**src/rtl/core/adbfr_pkg.sv**
```systemverilog
// ----------------------------------------------------------------------------
// adbfr_pkg
// Shared types and constants for the bus reply frame receiver.
// ----------------------------------------------------------------------------
`default_nettype none

package adbfr_pkg;

	// Field widths.
	localparam int DUR_W       = 8;
	localparam int CELL_W      = 9;
	localparam int CFG_W       = 9;
	localparam int CFG_ADDR_W  = 3;
	localparam int REG_DATA_W  = 16;
	localparam int STATUS_W    = 3;
	localparam int IN_TDATA_W  = 16;
	localparam int OUT_TDATA_W = 32;

	// Default frame length in data bits.
	localparam int DATA_BITS_DEF = 16;

	// Register reset values.
	localparam logic [DUR_W-1:0]  START_LOW_MIN_RST = 8'd18;
	localparam logic [DUR_W-1:0]  START_LOW_MAX_RST = 8'd55;
	localparam logic [DUR_W-1:0]  SYNC_HIGH_MIN_RST = 8'd40;
	localparam logic [DUR_W-1:0]  SYNC_HIGH_MAX_RST = 8'd90;
	localparam logic [CELL_W-1:0] CELL_MIN_RST      = 9'd70;
	localparam logic [CELL_W-1:0] CELL_MAX_RST      = 9'd130;
	localparam logic [DUR_W-1:0]  STOP_LOW_MAX_RST  = 8'd85;

	// Result status codes.
	typedef enum logic [STATUS_W-1:0] {
		ST_OK    = 3'd0,
		ST_START = 3'd1,
		ST_SYNC  = 3'd2,
		ST_BIT   = 3'd3,
		ST_STOP  = 3'd4
	} status_t;

	// Input command codes.
	typedef enum logic {
		CMD_ARM   = 1'b0,
		CMD_PULSE = 1'b1
	} cmd_t;

	// Configuration register indexes.
	typedef enum logic [CFG_ADDR_W-1:0] {
		CFG_START_LOW_MIN = 3'd0,
		CFG_START_LOW_MAX = 3'd1,
		CFG_SYNC_HIGH_MIN = 3'd2,
		CFG_SYNC_HIGH_MAX = 3'd3,
		CFG_CELL_MIN      = 3'd4,
		CFG_CELL_MAX      = 3'd5,
		CFG_STOP_LOW_MAX  = 3'd6
	} cfg_idx_t;

	// Timing windows.
	typedef struct packed {
		logic [DUR_W-1:0]  start_low_min;
		logic [DUR_W-1:0]  start_low_max;
		logic [DUR_W-1:0]  sync_high_min;
		logic [DUR_W-1:0]  sync_high_max;
		logic [CELL_W-1:0] cell_min;
		logic [CELL_W-1:0] cell_max;
		logic [DUR_W-1:0]  stop_low_max;
	} cfg_t;

	// Decision for one pulse, from the decoder to the control logic.
	typedef struct packed {
		logic              emit;
		status_t           status;
		logic [CELL_W-1:0] fault;
		logic              clear;
		logic              start_ok;
		logic              shift_en;
		logic              bit_val;
	} dec_t;

endpackage

`default_nettype wire

```
**src/rtl/core/adbfr_decode.sv**
```systemverilog
// ----------------------------------------------------------------------------
// adbfr_decode
// Classifies one pulse against the timing windows at the current frame
// position and gives the result and state update that it causes.
// ----------------------------------------------------------------------------
`default_nettype none

module adbfr_decode #(
	parameter int DATA_BITS = adbfr_pkg::DATA_BITS_DEF,
	parameter int POS_W     = $clog2(DATA_BITS + 2)
) (
	input  wire  [POS_W-1:0]            pos,
	input  wire                         cmd,
	input  wire  [adbfr_pkg::DUR_W-1:0] low_us,
	input  wire  [adbfr_pkg::DUR_W-1:0] high_us,
	input  wire  adbfr_pkg::cfg_t       cfg,
	output adbfr_pkg::dec_t             dec
);
	import adbfr_pkg::*;

	logic              at_start;
	logic              at_data;
	logic [CELL_W-1:0] cell_sum;
	logic [CELL_W-1:0] low_ext;
	logic [CELL_W-1:0] high_ext;

	// Where in the frame the next pulse falls.
	assign at_start = (pos == '0);
	assign at_data  = (pos <= POS_W'(DATA_BITS));

	assign low_ext  = {1'b0, low_us};
	assign high_ext = {1'b0, high_us};
	assign cell_sum = low_ext + high_ext;

	// Window checks for the current position.
	always_comb begin
		dec          = '0;
		dec.status   = ST_OK;
		dec.bit_val  = (low_us < high_us);
		if (cmd == CMD_ARM) begin
			dec.clear = 1'b1;
		end else if (at_start) begin
			if (low_us == '0 || low_us > cfg.start_low_max || low_us < cfg.start_low_min) begin
				dec.emit   = 1'b1;
				dec.status = ST_START;
				dec.fault  = low_ext;
			end else if (high_us == '0 || high_us > cfg.sync_high_max
					|| high_us < cfg.sync_high_min) begin
				dec.emit   = 1'b1;
				dec.status = ST_SYNC;
				dec.fault  = high_ext;
			end else begin
				dec.start_ok = 1'b1;
			end
		end else if (at_data) begin
			if (low_us == '0 || high_us == '0) begin
				dec.emit   = 1'b1;
				dec.status = ST_BIT;
			end else if (cell_sum < cfg.cell_min || cell_sum > cfg.cell_max) begin
				dec.emit   = 1'b1;
				dec.status = ST_BIT;
				dec.fault  = cell_sum;
			end else begin
				dec.shift_en = 1'b1;
			end
		end else begin
			dec.emit = 1'b1;
			if (low_us == '0 || low_us > cfg.stop_low_max) begin
				dec.status = ST_STOP;
				dec.fault  = low_ext;
			end
		end
		// Any result ends the frame.
		if (dec.emit) begin
			dec.clear = 1'b1;
		end
	end

endmodule

`default_nettype wire

```
**src/rtl/core/adb_frame_receiver.sv**
```systemverilog
// ----------------------------------------------------------------------------
// adb_frame_receiver
// Decodes a 16-bit register reply frame of a single-wire bus from measured
// pulse widths and reports one result per frame or at the first error.
// ----------------------------------------------------------------------------
// The receiver takes one pulse item per clock cycle; the pulse that ends a
// frame passes the input register and then the result register before its
// result is shown. The input keeps taking items while a result waits to be
// taken; only a result that cannot leave because the output is stalled holds
// the pulse behind it. An arm item (tuser low) restarts the frame without a
// result. Configuration writes must be made while no item is in flight.
// ----------------------------------------------------------------------------
`default_nettype none

module adb_frame_receiver #(
	parameter int DATA_BITS = adbfr_pkg::DATA_BITS_DEF
) (
	input  wire                                clk,
	input  wire                                arst_n,
	// Configuration write port.
	input  wire                                cfg_we,
	input  wire  [adbfr_pkg::CFG_ADDR_W-1:0]   cfg_addr,
	input  wire  [adbfr_pkg::CFG_W-1:0]        cfg_wdata,
	// Pulse stream.
	input  wire                                s_tvalid,
	output logic                               s_tready,
	input  wire  [adbfr_pkg::IN_TDATA_W-1:0]   s_tdata,  // [7:0] low_us, [15:8] high_us
	input  wire                                s_tuser,  // [0] cmd
	// Result stream.
	output logic                               m_tvalid,
	input  wire                                m_tready,
	output logic [adbfr_pkg::OUT_TDATA_W-1:0]  m_tdata,  // [15:0] reg_data, [24:16] fault_timing
	output logic [adbfr_pkg::STATUS_W-1:0]     m_tuser   // [2:0] status
);
	import adbfr_pkg::*;

	localparam int POS_W   = $clog2(DATA_BITS + 2);
	localparam int SHIFT_W = (DATA_BITS > REG_DATA_W) ? DATA_BITS : REG_DATA_W;

	cfg_t                  cfg_q;
	logic                  valid_s1;
	logic                  cmd_s1;
	logic [DUR_W-1:0]      low_s1;
	logic [DUR_W-1:0]      high_s1;
	logic [POS_W-1:0]      pos_q;
	logic [SHIFT_W-1:0]    shift_q;
	logic                  out_valid_q;
	status_t               out_status_q;
	logic [REG_DATA_W-1:0] out_data_q;
	logic [CELL_W-1:0]     out_fault_q;
	dec_t                  dec;
	logic                  out_free;
	logic                  advance;

	// Configuration registers.
	always_ff @(posedge clk or negedge arst_n) begin
		if (!arst_n) begin
			cfg_q.start_low_min <= START_LOW_MIN_RST;
			cfg_q.start_low_max <= START_LOW_MAX_RST;
			cfg_q.sync_high_min <= SYNC_HIGH_MIN_RST;
			cfg_q.sync_high_max <= SYNC_HIGH_MAX_RST;
			cfg_q.cell_min      <= CELL_MIN_RST;
			cfg_q.cell_max      <= CELL_MAX_RST;
			cfg_q.stop_low_max  <= STOP_LOW_MAX_RST;
		end else if (cfg_we) begin
			unique case (cfg_idx_t'(cfg_addr))
				CFG_START_LOW_MIN: cfg_q.start_low_min <= cfg_wdata[DUR_W-1:0];
				CFG_START_LOW_MAX: cfg_q.start_low_max <= cfg_wdata[DUR_W-1:0];
				CFG_SYNC_HIGH_MIN: cfg_q.sync_high_min <= cfg_wdata[DUR_W-1:0];
				CFG_SYNC_HIGH_MAX: cfg_q.sync_high_max <= cfg_wdata[DUR_W-1:0];
				CFG_CELL_MIN:      cfg_q.cell_min      <= cfg_wdata;
				CFG_CELL_MAX:      cfg_q.cell_max      <= cfg_wdata;
				CFG_STOP_LOW_MAX:  cfg_q.stop_low_max  <= cfg_wdata[DUR_W-1:0];
				default: begin
				end
			endcase
		end
	end

	// Handshake: the input register moves on unless its result cannot be stored.
	assign out_free = !out_valid_q || m_tready;
	assign advance  = valid_s1 && (!dec.emit || out_free);
	assign s_tready = !valid_s1 || advance;

	// Input register.
	always_ff @(posedge clk or negedge arst_n) begin
		if (!arst_n) begin
			valid_s1 <= 1'b0;
		end else if (s_tready) begin
			valid_s1 <= s_tvalid;
		end
	end

	always_ff @(posedge clk) begin
		if (s_tready && s_tvalid) begin
			cmd_s1  <= s_tuser;
			low_s1  <= s_tdata[DUR_W-1:0];
			high_s1 <= s_tdata[2*DUR_W-1:DUR_W];
		end
	end

	adbfr_decode #(
		.DATA_BITS (DATA_BITS),
		.POS_W     (POS_W)
	) u_decode (
		.pos     (pos_q),
		.cmd     (cmd_s1),
		.low_us  (low_s1),
		.high_us (high_s1),
		.cfg     (cfg_q),
		.dec     (dec)
	);

	// Frame position and received word.
	always_ff @(posedge clk or negedge arst_n) begin
		if (!arst_n) begin
			pos_q   <= '0;
			shift_q <= '0;
		end else if (advance) begin
			if (dec.clear) begin
				pos_q   <= '0;
				shift_q <= '0;
			end else if (dec.start_ok) begin
				pos_q   <= POS_W'(1);
				shift_q <= '0;
			end else if (dec.shift_en) begin
				pos_q   <= pos_q + POS_W'(1);
				shift_q <= {shift_q[SHIFT_W-2:0], dec.bit_val};
			end
		end
	end

	// Result register.
	always_ff @(posedge clk or negedge arst_n) begin
		if (!arst_n) begin
			out_valid_q <= 1'b0;
		end else if (advance && dec.emit) begin
			out_valid_q <= 1'b1;
		end else if (m_tready) begin
			out_valid_q <= 1'b0;
		end
	end

	always_ff @(posedge clk) begin
		if (advance && dec.emit) begin
			out_status_q <= dec.status;
			out_fault_q  <= dec.fault;
			out_data_q   <= (dec.status == ST_OK) ? shift_q[REG_DATA_W-1:0] : '0;
		end
	end

	assign m_tvalid = out_valid_q;
	assign m_tuser  = out_status_q;
	assign m_tdata  = {{(OUT_TDATA_W - CELL_W - REG_DATA_W){1'b0}}, out_fault_q, out_data_q};

endmodule

`default_nettype wire

```
**config.mk**
```make
export PLATFORM = sky130hd
export DESIGN_NAME = adb_frame_receiver
export DESIGN_NICKNAME = d
export VERILOG_FILES = /design/src/rtl/core/adbfr_pkg.sv /design/src/rtl/core/adbfr_decode.sv /design/src/rtl/core/adb_frame_receiver.sv
export SDC_FILE = /design/constraint.sdc
export NUM_CORES = 1
export LEC_CHECK = 0
export ABC_AREA = 1
export BUFFER_PORTS_ARGS = -buffer_cell sky130_fd_sc_hd__buf_2
export CORE_UTILIZATION = 41
export CTS_CLUSTER_DIAMETER = 120
export DETAILED_ROUTE_END_ITERATION = 7
export GPL_TIMING_DRIVEN = 0
export PLACE_DENSITY = 0.66
export SYNTH_ARGS = -nofsm -noshare
export SYNTH_HDL_FRONTEND = slang
export SYNTH_HIERARCHICAL = 1
export SYNTH_SLANG_ARGS = --single-unit
```
**constraint.sdc**
```tcl
create_clock -name clk -period 5.15 [get_ports clk]
set_input_delay 0.7725 -clock clk [delete_from_list [all_inputs] [get_ports clk]]
set_output_delay 0.7725 -clock clk [all_outputs]
set_load 0.02 [all_outputs]
```
## Word-level counts from Yosys, hierarchy flattened

Cells that the tools add are included.
W data, S select, Z words.

| storage, ports and cells | value |
|---|---|
| bits in latches | 0 |
| logic and storage cells | 92 |
| memory bits (writable) | 0 |
| input port bits | 34 |
| bits in read-only memories | 0 |
| memories kept | 0 |
| register bits | 126 |

| operators by class | value |
|---|---|
| divide/modulo/power cells | 0 |
| order comparisons | 9 |
| add/subtract/negate cells | 2 |
| shift-type cells | 0 |
| muxes and demuxes | 27 |
| multipliers | 0 |
| bitwise gates (word level) | 0 |
| equality and inequality tests | 6 |
| reduce and logical (&&, ||, !) cells | 31 |

Operator list:

| cell | count |
|---|---|
| $mux W13 | 6 |
| $mux W16 | 3 |
| $gt A8 B8 Y1 | 3 |
| $lt A8 B8 Y1 | 3 |
| $logic_not A8 Y1 | 2 |
| $reduce_and A2 Y1 | 8 |
| $mux W5 | 3 |
| $mux W12 | 1 |
| $mux W1 | 11 |
| $logic_or A1 B1 Y1 | 10 |
| $add A8 B8 Y9 | 1 |
| $eq A3 B3 Y1 const B | 3 |
| $gt A9 B9 Y1 | 1 |
| $lt A9 B9 Y1 | 1 |
| $mux W9 | 1 |
| $eq A3 B2 Y1 const B | 2 |
| $logic_not A3 Y1 | 2 |
| $add A5 B1 Y5 const B | 1 |
| $le A5 B5 Y1 const B | 1 |
| $logic_not A5 Y1 | 1 |
| $mux W4 | 1 |
| $eq A3 B1 Y1 const B | 1 |
| $logic_and A1 B1 Y1 | 3 |
| $logic_not A1 Y1 | 3 |
| 3 further kinds | 3 |

## Logic depth before layout (Yosys ltp)

| depth | value |
|---|---|
| depth in word-level cells | 13 |
| mapped depth | 28 |
| gate-level depth less buffers | 27 |

## Hierarchy

Netlist, hierarchy kept.

By module, submodules not included:

| module | area each (µm²) | instances | seq. area each (µm²) | cells each |
|---|---|---|---|---|
| adb_frame_receiver | 4800.9 | 1 | 3405.8 | 399 |
| adbfr_decode | 2623.8 | 1 | 0.0 | 469 |

## Worst setup path after synthesis

OpenSTA, ideal clock, no wires.

| timing path | value |
|---|---|
| kind | reg2reg |
| start point | register low_s1[5] |
| end point | register cmd_s1, enable pin |
| path buffers | 0 |
| clock period less this slack | 3.732 ns |
| arrival time | 3.364 ns |
| setup time | 0.369 ns |
| setup slack | 1.418 ns |
| stages on the path, launching flop included | 22 |
| path through | edfxtp_1 -> ha_1 -> inv_1 -> a21oi_1 -> nand3_1 -> nand2_1 -> nand2_1 -> a21oi_1 -> inv_1 -> ha_1 -> a21o_1 -> nor2_1 -> nand3_1 -> nand2_1 -> nand2_2 -> nor2_2 -> nand3_1 -> o21ai_1 -> nor2_1 -> nand4_1 -> nand2_1 -> inv_1 |

RTL lines:

| item | RTL line | text |
|---|---|---|
| start: declaration | adb_frame_receiver.sv:43 | `logic [DUR_W-1:0] low_s1;` |
| start signal: assignment | adb_frame_receiver.sv:97 | `low_s1 <= s_tdata[DUR_W-1:0];` |
| end signal: assignment | adb_frame_receiver.sv:96 | `cmd_s1 <= s_tuser;` |
| end: declaration | adb_frame_receiver.sv:42 | `logic cmd_s1;` |

==> flow_summary.json <==
{
  "grt_pass1_vias": 5463,
  "clock_path_buffers": 2,
  "gp_congestion": 0.8987,
  "syn_area_per_cell_um2": 8.554,
  "seq_area_frac_synth": 0.4587,
  "cap_viol_max_count": 0,
  "cts_tree": "built",
  "grt_pass1_wl_um": 27870,
  "clock_skew_ns": 0.009065,
  "cpPeakStageDelay_ns": 0.50,
  "dp_hpwl_um": 12210,
  "drt-vias-per-instance": 4.835,
  "finalHoldViolCount": 0,
  "rows": 48,
  "routedWlPerCell_um": 14.23,
  "setup_slack_ns": 0.3853,
  "core_area_mm2": 0.01748,
  "fp.dieH_um": 136.6,
  "die-width_um": 136.6,
  "boundaryPins": 71,
  "grt_max_degree": 45,
  "synth_area_mm2": 0.007425,
  "numCtsBuffers": 17,
  "track_usage": 0.2005,
  "firstDrtPassIters": 5,
  "drive_gt1_frac": 0.2154,
  "antenna_found_initial": 0,
  "clk_latency_ns": 0.42,
  "power.leakage_nw": 4.355,
  "peakVddDrop_v": 0.0002431,
  "holdCritPathClass": "in -> async",
  "num_vias": 5845,
  "grt_overflow": 0,
  "cp.arrival_ns": 3.99,
  "slew_viol_final": 0,
  "min_period_ns": 4.765,
  "finalCritPeriodShare": 0.9252,
  "setup-violations-final": 0,
  "setup_tns_ns": 0,
  "power.density_mw_per_mm2": 370.6,
  "place_inst": 1163,
  "outcome": "completed",
  "max_freq_mhz": 209.9,
  "ant_nets": 0,
  "routed_wl_um": 17210,
  "rsz0062_at_grt": "no",
  "cts_max_level": 4,
  "cp_num_buf_inv": 4,
  "start_kind": "flip-flop",
  "critPathMaxFanout": 10,
  "antennaDiodeCount": 0,
  "cts_root_buffer": "clkbuf_16",
  "crit_family": "simple AND/OR/NAND/NOR gates",
  "start_util": 0.4248,
  "drc_errors": 0,
  "crit_chain": "ha_1, inv_1, fa_1, inv_1, nand3_1, nand3_1, nand2_1, nand2_1, a21oi_2, inv_1, ha_1, nand2_1, nor2_2, nand3b_1, nand3_1, nand2_1, nand2_2, nor2_2, nand3_1, o21ai_1, nor2_1, nand4_1, buf_2",
  "cp.required_ns": 4.38,
  "preCtsSetupSlack_ns": 0.4395,
  "crit_type": "reg -> out",
  "fin_nets": 1078,
  "r2r_start": "low_s1[0]$_DFFE_PP_",
  "slew_headroom": 0.2275,
  "ys_types": 38,
  "worst_pin_slew_ns": 1.157,
  "critPathLaunch": "low_s1[0]$_DFFE_PP_",
  "slowest_stage": "edfxtp_1",
  "ys_ff_latch": 126,
  "cts_sinks": 126,
  "portBuffers": 63,
  "die_area_mm2": 0.01865,
  "synthCells": 868,
  "syn2layout_area_growth_pct": 18.25,
  "hold_buffers": 0,
  "finalNonFillerCells": 1209,
  "clk_pin_slew_ns": 0.06,
  "end_kind": "output pin",
  "ys_warn_count": 6,
  "drt-initial-drc-count": 312
}
==> final timing paths <==
path / to / slack, ns / depth (start not counted)
worst min register to register: cfg_q[6]$_DFFE_PN1P_ / 0.47 / 2
worst max-delay path: s_tready / 0.39 / 23
max in group asynchronous: cfg_q[15]$_DFFE_PN1P_ / 4.16 / 2
worst max register to register: out_fault_q[7]$_DFFE_PP_ / 0.61 / 23
min in group clk: cfg_q[6]$_DFFE_PN1P_ / 0.47 / 2
worst min-delay path: cfg_q[52]$_DFFE_PN0P_ / 0.32 / 1
==> power breakdown <==
part	internal [mW]	total, mW	switching (mW)	leakage [nW]
sequential	1.19	1.26	0.0697	1.43
clock	0.734	1.20	0.467	0.291
combinational	0.300	0.795	0.495	2.63
==> state kept, by name, summed over array words and instances, names as in the netlist <==
name / count
cfg_q: 58
out_data_q: 16
shift_q: 16
out_fault_q: 9
high_s1: 8
low_s1: 8
pos_q: 5
m_tuser: 3
cmd_s1: 1
m_tvalid: 1
valid_s1: 1
==> timing repair <==
| item | 4_1_cts | 5_1_grt |
|---|---|---|
| endpoints found under the setup margin | 0 | 29 |
| gates resized for setup | 0 | 1 |
| setup buffers | 0 | 14 |
==> stage by stage <==
stage	utilization	total power, mW	instance area, µm²	hold slack, ns
2_1_floorplan	-	1.847	7447	0.4500
3_3_place_gp	0.4603	2.031	8044	0.4588
3_5_place_dp	0.4620	2.055	8074	0.4634
4_1_cts	0.4961	3.268	8671	0.3364
5_1_grt	0.5024	3.457	8780	0.3607
6_report	0.5024	3.254	8780	0.3243
==> kinds of logic after synthesis <==
| logic type | count (synthesis) | synth area share |
|---|---|---|
| flops | 126 | 0.4587 |
| buf+inv | 164 | 0.09572 |
| other cells | 1 | 0.0005051 |
| compound gates | 119 | 0.09302 |
| xor+xnor | 2 | 0.002360 |
| simple gates | 383 | 0.2256 |
| fa+ha+maj | 73 | 0.1240 |
==> Yosys cell counts, drive strengths merged <==
cell / n / area share
buf: 21 / 0.023
dfrtp: 59 / 0.20
nand2: 238 / 0.13
dfstp: 22 / 0.078
o211ai: 1 / 0.0010
o21bai: 1 / 0.0010
nor3: 6 / 0.0047
inv: 142 / 0.072
ha: 72 / 0.12
nand3b: 2 / 0.0020
or3: 1 / 0.0015
nor2: 88 / 0.054
clkbuf: 1 / 0.00051
o21ai: 84 / 0.066
o21a: 3 / 0.0030
conb: 1 / 0.00051
xor2: 2 / 0.0024
nand4: 9 / 0.0084
edfxtp: 45 / 0.18
a21oi: 27 / 0.019
a21o: 3 / 0.0030
nand3: 39 / 0.030
fa: 1 / 0.0027
==> layout make-up <==
type	instances	area, µm²
plain buffers	22	177.7
well taps	225	281.5
inverters	142	533.0
multi-input cells	584	3334
repair buffers	78	450.4
flip-flops and latches	126	3406
fillers	1623	8697
clock buffers	18	439.2
clock inverters	14	157.7
==> cell usage in the layout, fill, tap and decap left out, types with 35 or more instances in the layout <==
cell      Yosys  layout
dfrtp_1      59      59
buf_2         6      68
nand2_1     228     228
ha_1         72      72
nor2_1       70      70
o21ai_1      55      55
inv_1       138     138
nand3_1      35      35
edfxtp_1     45      45
==> layer usage <==
layer	wire length [µm]	vias to the layer above	GRT usage
met5	0	-	0
met4	443	0	0.08580
met3	856	31	0.03963
met2	8005	160	0.3187
met1	7899	2675	0.2657
li1	-	2979	-
No activity file was read; power rests on OpenSTA's default activity.
